## src/rtl/assert_macros.svh

```systemverilog
// Assertion macros for the top level of the handoff station selector.
`ifndef ASSERT_MACROS_SVH
`define ASSERT_MACROS_SVH

// Check a property on every clock edge outside reset.
`define HSS_ASSERT(lbl, prop, msg) \
    lbl: assert property (@(posedge i_clk) disable iff (!i_rst_n) (prop)) else $error(msg);

// Check that a condition in one cycle implies another in the next cycle.
`define HSS_ASSERT_NEXT(lbl, cond, nxt, msg) \
    lbl: assert property (@(posedge i_clk) disable iff (!i_rst_n) (cond) |=> (nxt)) \
        else $error(msg);

`endif

```

## src/rtl/hss_pkg.sv

```systemverilog
// Shared types, constants and codes of the handoff station selector.
`default_nettype none

package hss_pkg;

    localparam int POWER_W          = 13;
    localparam int ID_W             = 4;
    localparam int MARGIN_W         = 12;
    localparam int NUM_POLICIES     = 4;
    localparam int MAX_IDS          = 1 << ID_W;
    localparam int NUM_STATIONS_DEF = 16;
    localparam int APB_AW           = 3;
    localparam int APB_DW           = 32;

    typedef logic signed [POWER_W-1:0] t_power;
    typedef logic [ID_W-1:0]           t_id;
    typedef logic [MARGIN_W-1:0]       t_margin;

    localparam t_power  POWER_MIN     = {1'b1, {(POWER_W-1){1'b0}}};
    localparam t_power  MIN_POWER_RST = t_power'(-1600);
    localparam t_margin MARGIN_RST    = t_margin'(80);

    typedef enum logic [1:0] {
        POL_THRESHOLD = 2'd0,
        POL_BEST      = 2'd1,
        POL_HYST      = 2'd2,
        POL_AVERAGE   = 2'd3
    } t_policy;

    typedef enum logic [0:0] {
        REG_MIN_POWER = 1'b0,
        REG_MARGIN    = 1'b1
    } t_reg_idx;

    typedef struct packed {
        t_id    idx;
        logic   idx_ok;
        t_power power;
        logic   refresh;
        logic   last;
    } t_item;

    typedef struct packed {
        t_power best_power;
        t_id    best_id;
        t_id    best_avg_id;
    } t_round_sum;

    typedef struct packed {
        t_id [NUM_POLICIES-1:0]  choice;
        logic [NUM_POLICIES-1:0] changed;
        logic                    best_below_min;
    } t_result;

endpackage

`default_nettype wire

```

## src/rtl/hss_avg_store.sv

```systemverilog
// Per-station running average store with halving update.
`default_nettype none

module hss_avg_store
    import hss_pkg::*;
#(
    parameter int NUM_STATIONS = NUM_STATIONS_DEF
) (
    input  wire logic   i_clk,
    input  wire logic   i_rst_n,
    input  wire logic   i_en,
    input  wire t_item  i_item,
    output t_power      o_avg_new
);

    localparam int DEPTH = (NUM_STATIONS < MAX_IDS) ? NUM_STATIONS : MAX_IDS;
    localparam int AW    = (DEPTH > 1) ? $clog2(DEPTH) : 1;

    t_power                  r_avg [DEPTH];
    logic [AW-1:0]           w_addr;
    logic signed [POWER_W:0] w_sum;

    assign w_addr    = i_item.idx_ok ? i_item.idx[AW-1:0] : '0;
    assign w_sum     = (POWER_W+1)'(i_item.power) + (POWER_W+1)'(r_avg[w_addr]);
    // floor halving: drop the low bit of the sign-extended sum
    assign o_avg_new = w_sum[POWER_W:1];

    always_ff @(posedge i_clk) begin
        if (!i_rst_n) begin
            for (int i = 0; i < DEPTH; i++) begin
                r_avg[i] <= '0;
            end
        end else if (i_en && i_item.idx_ok) begin
            r_avg[w_addr] <= o_avg_new;
        end
    end

endmodule

`default_nettype wire

```

## src/rtl/hss_round_tracker.sv

```systemverilog
// Per-round tracking of the strongest power and the strongest average.
`default_nettype none

module hss_round_tracker
    import hss_pkg::*;
(
    input  wire logic   i_clk,
    input  wire logic   i_rst_n,
    input  wire logic   i_en,
    input  wire t_item  i_item,
    input  wire t_power i_avg_new,
    output t_round_sum  o_sum
);

    t_power r_best_power;
    t_id    r_best_id;
    t_power r_best_avg;
    t_id    r_best_avg_id;

    logic   w_upd_power;
    logic   w_upd_avg;
    t_power n_best_avg;

    // strictly greater only, so the earliest item keeps a tie
    assign w_upd_power = i_item.idx_ok && (i_item.power > r_best_power);
    assign w_upd_avg   = i_item.idx_ok && (i_avg_new > r_best_avg);
    assign n_best_avg  = w_upd_avg ? i_avg_new : r_best_avg;

    assign o_sum.best_power  = w_upd_power ? i_item.power : r_best_power;
    assign o_sum.best_id     = w_upd_power ? i_item.idx : r_best_id;
    assign o_sum.best_avg_id = w_upd_avg ? i_item.idx : r_best_avg_id;

    always_ff @(posedge i_clk) begin
        if (!i_rst_n || (i_en && i_item.last)) begin
            r_best_power  <= POWER_MIN;
            r_best_id     <= '0;
            r_best_avg    <= '0;
            r_best_avg_id <= '0;
        end else if (i_en) begin
            r_best_power  <= o_sum.best_power;
            r_best_id     <= o_sum.best_id;
            r_best_avg    <= n_best_avg;
            r_best_avg_id <= o_sum.best_avg_id;
        end
    end

endmodule

`default_nettype wire

```

## src/rtl/hss_policy_unit.sv

```systemverilog
// Serving state and round-end decisions of the four handoff policies.
`default_nettype none

module hss_policy_unit
    import hss_pkg::*;
(
    input  wire logic       i_clk,
    input  wire logic       i_rst_n,
    input  wire logic       i_en,
    input  wire t_item      i_item,
    input  wire t_round_sum i_sum,
    input  wire t_power     i_min_power,
    input  wire t_margin    i_margin,
    output t_result         o_result
);

    localparam int DIFF_W = POWER_W + 2;

    t_id    r_sid [NUM_POLICIES];
    logic   r_sv  [NUM_POLICIES];
    t_power r_sp  [NUM_POLICIES];

    t_power                  w_sp     [NUM_POLICIES];
    t_id                     w_target [NUM_POLICIES];
    logic [NUM_POLICIES-1:0] w_sw;
    logic [NUM_POLICIES-1:0] w_chg;
    t_id                     n_sid    [NUM_POLICIES];
    logic signed [DIFF_W-1:0] w_diff;
    logic signed [DIFF_W-1:0] w_margin;

    // the latest power seen this round for each serving station
    always_comb begin
        for (int k = 0; k < NUM_POLICIES; k++) begin
            w_sp[k] = (i_item.idx_ok && (r_sid[k] == i_item.idx)) ? i_item.power : r_sp[k];
        end
    end

    assign w_diff   = DIFF_W'(i_sum.best_power) - DIFF_W'(w_sp[POL_HYST]);
    assign w_margin = signed'({{(DIFF_W-MARGIN_W){1'b0}}, i_margin});

    always_comb begin
        w_sw[POL_THRESHOLD] = !r_sv[POL_THRESHOLD] || (w_sp[POL_THRESHOLD] < i_min_power);
        w_sw[POL_BEST]      = !r_sv[POL_BEST] || (w_sp[POL_BEST] != i_sum.best_power);
        w_sw[POL_HYST]      = !r_sv[POL_HYST] || (w_diff > w_margin)
                              || (w_sp[POL_HYST] < i_min_power);
        w_sw[POL_AVERAGE]   = !r_sv[POL_AVERAGE] || (w_sp[POL_AVERAGE] < i_min_power)
                              || i_item.refresh;
        for (int k = 0; k < NUM_POLICIES; k++) begin
            w_target[k] = (k == int'(POL_AVERAGE)) ? i_sum.best_avg_id : i_sum.best_id;
            w_chg[k]    = w_sw[k] && !(r_sv[k] && (r_sid[k] == w_target[k]));
            n_sid[k]    = w_chg[k] ? w_target[k] : r_sid[k];
            o_result.choice[k] = n_sid[k];
        end
        o_result.changed        = w_chg;
        o_result.best_below_min = i_sum.best_power < i_min_power;
    end

    always_ff @(posedge i_clk) begin
        if (!i_rst_n) begin
            for (int k = 0; k < NUM_POLICIES; k++) begin
                r_sid[k] <= '0;
                r_sv[k]  <= 1'b0;
                r_sp[k]  <= '0;
            end
        end else if (i_en) begin
            for (int k = 0; k < NUM_POLICIES; k++) begin
                if (i_item.last) begin
                    r_sid[k] <= n_sid[k];
                    r_sv[k]  <= r_sv[k] || w_chg[k];
                    r_sp[k]  <= '0;
                end else begin
                    r_sp[k]  <= w_sp[k];
                end
            end
        end
    end

endmodule

`default_nettype wire

```

## src/rtl/handoff_station_selector.sv

```systemverilog
// Top level of the handoff station selector: channels, registers and the datapath.
`default_nettype none
`include "assert_macros.svh"

// Handoff station selector. Each transfer on the input channel carries one
// station's received power (signed, 1/16 dB steps) for the current round; the
// transfer flagged last_station closes the round and yields exactly one result
// transfer with the serving station of four policies (threshold, strongest,
// hysteresis, averaged), their change flags and a flag for a round whose
// strongest power lies below min_power. Other transfers yield no result.
// Rate: one input transfer per cycle, sustained, as long as the output side
// takes results; the closing input transfer passes the input register and
// then the result register, which raises o_out_valid. The rate rests on the
// per-station average store, read and halved combinationally and written back
// as the item advances, next to the round trackers and the policy
// logic, all between the input register and the result register. Station
// indices at or above NUM_STATIONS are dropped, but a last_station flag on
// them still closes the round. Averages reset to zero; the store covers at
// most the sixteen indices that the index field can name. Registers sit on an
// APB-style port: min_power at 0x0 (13-bit signed), hysteresis_margin at 0x4
// (12-bit unsigned); write them only while the block is idle.
module handoff_station_selector
    import hss_pkg::*;
#(
    parameter int NUM_STATIONS = NUM_STATIONS_DEF
) (
    input  wire logic              i_clk,
    input  wire logic              i_rst_n,
    // input channel
    input  wire logic              i_in_valid,
    output logic                   o_in_ready,
    input  wire logic [ID_W-1:0]   i_station_index,
    input  wire logic signed [POWER_W-1:0] i_rx_power,
    input  wire logic              i_refresh_event,
    input  wire logic              i_last_station,
    // result channel
    output logic                   o_out_valid,
    input  wire logic              i_out_ready,
    output logic [ID_W-1:0]        o_threshold_choice,
    output logic [ID_W-1:0]        o_best_choice,
    output logic [ID_W-1:0]        o_hysteresis_choice,
    output logic [ID_W-1:0]        o_average_choice,
    output logic                   o_threshold_changed,
    output logic                   o_best_changed,
    output logic                   o_hysteresis_changed,
    output logic                   o_average_changed,
    output logic                   o_best_below_min,
    // configuration port
    input  wire logic              psel,
    input  wire logic              penable,
    input  wire logic              pwrite,
    input  wire logic [APB_AW-1:0] paddr,
    input  wire logic [APB_DW-1:0] pwdata,
    output logic [APB_DW-1:0]      prdata,
    output logic                   pready
);

    // configuration registers
    t_power     r_min_power;
    t_margin    r_margin;
    t_reg_idx   w_reg_idx;
    logic       w_cfg_wr;

    // input register and result register
    t_item      r_in;
    logic       r_in_valid;
    logic       n_in_valid;
    t_result    r_out;
    logic       r_out_valid;
    logic       n_out_valid;

    logic       w_adv;
    logic       w_take;
    t_item      w_item;
    t_power     w_avg_new;
    t_round_sum w_sum;
    t_result    w_result;

    // ---------------- configuration port ----------------
    assign pready    = 1'b1;
    assign w_reg_idx = t_reg_idx'(paddr[2]);
    assign w_cfg_wr  = psel && penable && pwrite && pready;

    always_comb begin
        case (w_reg_idx)
            REG_MIN_POWER: prdata = APB_DW'(r_min_power);
            REG_MARGIN:    prdata = APB_DW'(r_margin);
            default:       prdata = '0;
        endcase
    end

    always_ff @(posedge i_clk) begin
        if (!i_rst_n) begin
            r_min_power <= MIN_POWER_RST;
            r_margin    <= MARGIN_RST;
        end else if (w_cfg_wr) begin
            case (w_reg_idx)
                REG_MIN_POWER: r_min_power <= pwdata[POWER_W-1:0];
                REG_MARGIN:    r_margin    <= pwdata[MARGIN_W-1:0];
                default:       ;
            endcase
        end
    end

    // ---------------- input register ----------------
    // Advance the held item unless it closes a round and the result register
    // is still full and not being taken; items that yield no result never wait.
    assign w_adv      = r_in_valid && (!r_in.last || !r_out_valid || i_out_ready);
    assign o_in_ready = !r_in_valid || w_adv;
    assign w_take     = i_in_valid && o_in_ready;

    assign w_item.idx     = i_station_index;
    assign w_item.idx_ok  = int'(i_station_index) < NUM_STATIONS;
    assign w_item.power   = i_rx_power;
    assign w_item.refresh = i_refresh_event;
    assign w_item.last    = i_last_station;

    assign n_in_valid = w_take || (r_in_valid && !w_adv);

    always_ff @(posedge i_clk) begin
        if (!i_rst_n) begin
            r_in_valid <= 1'b0;
        end else begin
            r_in_valid <= n_in_valid;
        end
    end

    always_ff @(posedge i_clk) begin
        if (w_take) begin
            r_in <= w_item;
        end
    end

    // ---------------- datapath ----------------
    hss_avg_store #(
        .NUM_STATIONS (NUM_STATIONS)
    ) u_avg_store (
        .i_clk     (i_clk),
        .i_rst_n   (i_rst_n),
        .i_en      (w_adv),
        .i_item    (r_in),
        .o_avg_new (w_avg_new)
    );

    hss_round_tracker u_round_tracker (
        .i_clk     (i_clk),
        .i_rst_n   (i_rst_n),
        .i_en      (w_adv),
        .i_item    (r_in),
        .i_avg_new (w_avg_new),
        .o_sum     (w_sum)
    );

    hss_policy_unit u_policy_unit (
        .i_clk       (i_clk),
        .i_rst_n     (i_rst_n),
        .i_en        (w_adv),
        .i_item      (r_in),
        .i_sum       (w_sum),
        .i_min_power (r_min_power),
        .i_margin    (r_margin),
        .o_result    (w_result)
    );

    // ---------------- result register ----------------
    // Load on a round close; drop once the result transfer completes.
    assign n_out_valid = (w_adv && r_in.last) || (r_out_valid && !i_out_ready);

    always_ff @(posedge i_clk) begin
        if (!i_rst_n) begin
            r_out_valid <= 1'b0;
        end else begin
            r_out_valid <= n_out_valid;
        end
    end

    always_ff @(posedge i_clk) begin
        if (w_adv && r_in.last) begin
            r_out <= w_result;
        end
    end

    assign o_out_valid          = r_out_valid;
    assign o_threshold_choice   = r_out.choice[POL_THRESHOLD];
    assign o_best_choice        = r_out.choice[POL_BEST];
    assign o_hysteresis_choice  = r_out.choice[POL_HYST];
    assign o_average_choice     = r_out.choice[POL_AVERAGE];
    assign o_threshold_changed  = r_out.changed[POL_THRESHOLD];
    assign o_best_changed       = r_out.changed[POL_BEST];
    assign o_hysteresis_changed = r_out.changed[POL_HYST];
    assign o_average_changed    = r_out.changed[POL_AVERAGE];
    assign o_best_below_min     = r_out.best_below_min;

    // ---------------- assertions ----------------
    `HSS_ASSERT(a_stall_needs_item, !o_in_ready |-> r_in_valid, "ready low with empty input register")
    `HSS_ASSERT_NEXT(a_close_gives_result, w_adv && r_in.last, o_out_valid, "round close without result")
    `HSS_ASSERT(a_no_overwrite, (r_in_valid && r_in.last && r_out_valid && !i_out_ready) |-> !w_adv, "result register overwritten while stalled")

endmodule

`default_nettype wire
```

## config.mk

```make
export PLATFORM = sky130hd
export DESIGN_NAME = handoff_station_selector
export DESIGN_NICKNAME = d
export VERILOG_FILES = /design/src/rtl/hss_pkg.sv /design/src/rtl/hss_avg_store.sv /design/src/rtl/hss_round_tracker.sv /design/src/rtl/hss_policy_unit.sv /design/src/rtl/handoff_station_selector.sv
export VERILOG_INCLUDE_DIRS = /design/src /design/src/rtl
export SDC_FILE = /design/constraint.sdc
export NUM_CORES = 1
export LEC_CHECK = 0
export ABC_AREA = 1
export CELL_PAD_IN_SITES_DETAIL_PLACEMENT = 1
export CELL_PAD_IN_SITES_GLOBAL_PLACEMENT = 2
export CORE_ASPECT_RATIO = 1.4
export CORE_MARGIN = 8
export CORE_UTILIZATION = 40
export CTS_CLUSTER_DIAMETER = 120
export DETAILED_ROUTE_END_ITERATION = 6
export DONT_BUFFER_PORTS = 1
export PLACE_DENSITY = 0.88
export SETUP_SLACK_MARGIN = 0.1
export SYNTH_ARGS = -nofsm -noshare
export SYNTH_HDL_FRONTEND = slang
export SYNTH_SLANG_ARGS = --single-unit
```

## constraint.sdc

```tcl
create_clock -name i_clk -period 7.89 [get_ports i_clk]
set_clock_uncertainty 0.15 [all_clocks]
set_input_delay 1.1835 -clock i_clk [delete_from_list [all_inputs] [get_ports i_clk]]
set_output_delay 1.1835 -clock i_clk [all_outputs]
set_load 0.05 [all_outputs]
```

# == After elaboration in Yosys (flattened, before gate mapping) ==
# Memories as Yosys holds them, arrays and structs flattened. A register that Yosys moved wholly into a read port is not among the register bits.
# Cells that the tools add are included.
# totals
regBits,101
mem_bits_rw,280
input_bits,61
out_inout_bits,56
wordCells,150
n_memories,4
# memory_table
name,words,word_bits,read_ports,rd_ports_with_merged_regs,wr,line_no,source
u_avg_store.r_avg,16,13,1,1,16,hss_avg_store.sv:19,t_power r_avg [DEPTH];
u_policy_unit.r_sp,4,13,4,0,4,hss_policy_unit.sv:21,t_power r_sp [NUM_POLICIES];
u_policy_unit.r_sid,4,4,4,0,4,hss_policy_unit.sv:19,t_id r_sid [NUM_POLICIES];
u_policy_unit.r_sv,4,1,4,0,4,hss_policy_unit.sv:20,logic r_sv [NUM_POLICIES];
# classes
add_sub_neg,2
magnitude_cmp,7
eq_ne,9
n_mux,44
bitwise_logic,17
n_reduce_logical,49
# op_table
cell,n
13-bit two-way mux,14
32-bit one-hot mux with 2 select lines,1
13-bit less-than comparator,4
4-bit two-way mux,12
4-bit equality test,8
13-bit > comparator,2
1-bit two-way mux,17
1-bit logical OR,16
1-bit OR,16
15-bit by 13-bit > comparator with 1-bit output,1
1-bit logical AND,15
13-bit by 13-bit adder with 14-bit output,1
1-bit zero test,14
13-bit by 13-bit subtractor with 14-bit output,1
13-bit inequality test,1
13-bit OR reduction,1
2-bit AND reduction,3
1-bit NOT,1

# == Logic depth before layout (Yosys ltp) ==
# An unclocked memory read counts as a cell.
# logic_depth
ltp_word,10
mapped_depth,38

# == By module ==
# From an unflattened synthesis, not the netlist that was laid out.
# unflattened
cells_unflattened,2402
hier_area_um2,21428.1
# by_module_without_submodules
module,n_inst,cells_each,area_per_inst_um2,seq_area_each_um2
hss_avg_store,1,856,9665.5,6246.0
hss_policy_unit,1,875,6517.5,2132.0
handoff_station_selector,1,266,2667.6,1741.7
hss_round_tracker,1,405,2577.5,680.7

# == Least setup slack after synthesis ==
# No wires, ideal clock.
# synth_timing
path_type,register to register
start,register (tool-made name)
end,memory u_policy_unit.r_sid[3][0] in the netlist's numbering (data pin)
setup_ns,0.258
arrival_ns,5.138
setup_slack_ns,2.345
stages_incl_launch_ff,37
path_buffers,4
cell_sequence,dfxtp_1 > inv_1 > buf_4 > clkbuf_1 > clkbuf_1 > nor2_1 > o221ai_1 > o211ai_1 > nand2_1 > ha_1 > a21oi_1 > nand2_1 > a21oi_1 > o21ai_0 > a21oi_1 > o21bai_1 > xor2_1 > clkbuf_1 > inv_1 > ha_1 > nand2_1 > inv_1 > nand3_1 > nor3_1 > o21ai_0 > nand3_1 > nand3_1 > o21ai_0 > inv_1 > nand2_1 > nand2_1 > nor2_1 > nand2_1 > nand2_1 > nand3_1 > nand2_1 > nor2_1
# synth_lines
item,line_no
end: declaration,hss_policy_unit.sv:19

==> results.toml <==
[clock_tree]
numCtsBuffers = 40
clk_latency_ns = 0.57
cts_setup_buffers = 0
cts_tree = "done"
cts-hold-fix-buffers = 0
cts_resized = 0
clk_path_buf_depth = 3
clk_pin_slew_ns = 0.07
ctsHtreeMaxLevel = 2
cts.sinks = 385
cts-root-buf = "clkbuf_16"

[job]
drv_cap = 0

[global_route]
grt_max_degree = 71
antenna_found_initial = 1
grt_pass1_vias = 17678
grt_overflow_total = 0
track_usage_pct = 21.45
grt_pass1_wl_um = 100400

[placed_design]
port_buffers = 0
routabilityCongestion = 0.8512
dpl.hpwl_um = 45340

[timing]
hold_slack_ns = 0.3024
max_freq_mhz = 144.1
slew_headroom_pct = 27.97
final-setup-viol-count = 0
tns_ns = 0
hold_viol = 0
period_share_pct = 87.97
min_period_ns = 6.941
tightest_slew_ns = 1.074
report.final.slew_viol_count = 0
grt_setup_unrepaired = "no"

[die]
fp.coreArea_um2 = 51780
die_x_um = 208.8
dieArea_um2 = 59720
die_h_um = 286.0
initial_core_util_pct = 40.22
io_pins = 117
num_rows = 99

[finish]
drive_above_1_share_pct = 4.661
antenna_cells = 0
nets = 2460
syn_to_final_growth_pct = 8.309

[setup_path]
endpoint_kind = "flop"
critPathMaxStageDelay_ns = 0.69
worst-path-max-fanout = 70
crit_type = "reg2reg"
cp_top_family = "compound AO/OA/AOI/OAI gates"
cp_num_buf_inv = 7
worst_path_max_delay_cell = "nor2_1"
crit_required_ns = 8.20
arrival_ns = 7.25
crit_path_start_kind = "flop"

[drt]
drc = 0
routed_via_density = 5.563
vias = 16539
wl_per_cell_um = 21.86
dr.pass1.iters = 5
routed_wl_um = 64990
drtIter0Drc = 771
final_antenna_net_count = 0

[power_and_ir_drop]
p_comb_share_pct = 26.7
power_per_cell_area_nw_per_um2 = 261.5
p_leak_nw = 9.539
vdd_drop_max_mv = 0.1746
swShare_pct = 34.91
clkPwrFrac_pct = 32.3
p_seq_share_pct = 41.0
internal-power_mw = 3.839
p_sw_mw = 2.059

[yosys]
synth_nets = 2525
synth_cells = 2351
yosysUniqueCellTypes = 43
synth_area_leaders = "edfxtp_1 (46%), nor2_1 (7.7%), ha_1 (6.7%), nand2_1 (6.3%), dfxtp_1 (6.2%)"
postSynth.asyncResetShare_pct = 0
synthesis.area_um2 = 20820
ys_seq_elements = 385
yosys_most_used_dff = "edfxtp_1"
synth_top_area_share_pct = 46.14
synth_edf_count = 320
seq_area_frac_synth_pct = 52.39
postSynthAreaPerCell_um2 = 8.858
synth.largest_area_cell = "edfxtp_1"
yosysWarningCount = 0

[hold_path]
hold_start = "u_round_tracker.r_best_avg_id[0]$_SDFFE_PP0P_"
worst_hold_path_type = "reg2reg"

[run_status]
status = "completed"
## power by group through the flow
stage	clock network [mW]	logic (mW)	registers [mW]
floorplan	0	1.12	2.43
global placement	0	1.49	2.45
detailed placement	0	1.56	2.46
CTS	1.94	1.58	2.42
global route	2.00	1.76	2.43
finish	1.91	1.58	2.42
## placed cells by master (no fill, tap or decap), drive strengths merged, types with 2 or more instances in the layout
cell type / Yosys / layout
nor2: 432 / 432
nand2: 357 / 357
edfxtp: 320 / 320
inv: 266 / 268
o21ai: 245 / 245
a21oi: 119 / 119
ha: 111 / 111
nand3: 100 / 100
dfxtp: 65 / 65
clkbuf: 94 / 63
o221ai: 40 / 40
nand4: 35 / 35
xor2: 28 / 28
buf: 39 / 26
o211ai: 21 / 21
xnor2: 16 / 16
clkinv: 7 / 14
nand3b: 11 / 11
nor3: 11 / 11
o22ai: 9 / 9
nor3b: 4 / 4
a211oi: 4 / 4
o21bai: 3 / 3
o21a: 3 / 3
a21o: 2 / 2
a31oi: 2 / 2
fa: 2 / 2
## worst min-delay path: stages, from the launching register on
cell     delay [ns]
dfxtp_1        0.30
inv_1          0.06
a21oi_1        0.05
## metal layers
layer	global-route usage, %	share of wire (%)
met1	22.43	37
met5	0	0
met4	10.85	5.3
met3	2.508	3.7
met2	41.57	54
## registers in the layout, indices dropped and copies added (netlist names), 12 cells and up, named ones only
name	flops
u_round_tracker.r_best_avg	13
r_in	19
u_policy_unit.r_sp	52
r_margin	12
u_round_tracker.r_best_power	13
r_min_power	13
u_policy_unit.r_sid	16
u_avg_store.r_avg	208
## layout make-up
type	count	area, µm²
multi-input combinational	1560	8268
sequential	385	10910
tap	656	820.8
clock inverter	10	125.1
clock buffer	63	1177
fill	6037	29220
timing repair buffer	26	227.7
inverter	273	1025
## per-stage QoR
stage / setup WS (ns) / total power, mW / std cells / cell area (µm²) / utilization (%)
3_3_place_gp: 1.217 / 3.943 / 2900 / 21250 / 41.05
4_1_cts: 0.9581 / 5.937 / 2973 / 22560 / 43.56
3_5_place_dp: 1.054 / 4.022 / 2900 / 21250 / 41.05
5_1_grt: 0.2489 / 6.189 / 2973 / 22560 / 43.56
2_1_floorplan: 2.345 / 3.548 / 2351 / 20830 / -
6_report: 0.9493 / 5.899 / 2973 / 22560 / 43.56
## cell families after synthesis
kind of cell               Yosys count  share of synthesized area (%)
AOI/OAI and AO/OA                  451                          12.21
adders and majority gates          113                          6.861
DFF                                385                          52.39
other                                1                        0.01801
buffers and inverters              406                          7.955
xor gates and xnor gates            44                          1.851
and+or+nand+nor                    951                          18.72
## path summary, 6_finish.rpt
kind | to | slack (ns) | cells after the start
worst max register to register | u_round_tracker.r_best_avg[2]$_SDFFE_PP0P_ | 0.95 | 28
worst max-delay path | u_round_tracker.r_best_avg[2]$_SDFFE_PP0P_ | 0.95 | 28
worst min-delay path | u_round_tracker.r_best_avg_id[0]$_SDFFE_PP0P_ | 0.30 | 2
worst min register to register | u_round_tracker.r_best_avg_id[0]$_SDFFE_PP0P_ | 0.30 | 2
## cells in the mapped netlist (2+ instances only)
| cell type | number |
|---|---|
| nor2_1 | 429 |
| nand2_1 | 352 |
| edfxtp_1 | 320 |
| inv_1 | 260 |
| o21ai_0 | 241 |
| a21oi_1 | 118 |
| ha_1 | 111 |
| nand3_1 | 97 |
| clkbuf_1 | 94 |
| dfxtp_1 | 65 |
| o221ai_1 | 40 |
| nand4_1 | 35 |
| xor2_1 | 28 |
| buf_4 | 22 |
| o211ai_1 | 21 |
| xnor2_1 | 16 |
| nand3b_1 | 11 |
| nor3_1 | 11 |
| buf_2 | 10 |
| o22ai_1 | 9 |
| clkinv_1 | 7 |
| inv_2 | 6 |
| buf_6 | 5 |
| nand2_2 | 5 |
| a211oi_1 | 4 |
| nor3b_1 | 4 |
| nor2_2 | 3 |
| o21a_1 | 3 |
| o21ai_2 | 3 |
| o21bai_1 | 3 |
| a21o_1 | 2 |
| a31oi_1 | 2 |
| buf_1 | 2 |
| fa_1 | 2 |
| nand3_2 | 2 |
Power figures use the tool's default switching activity.
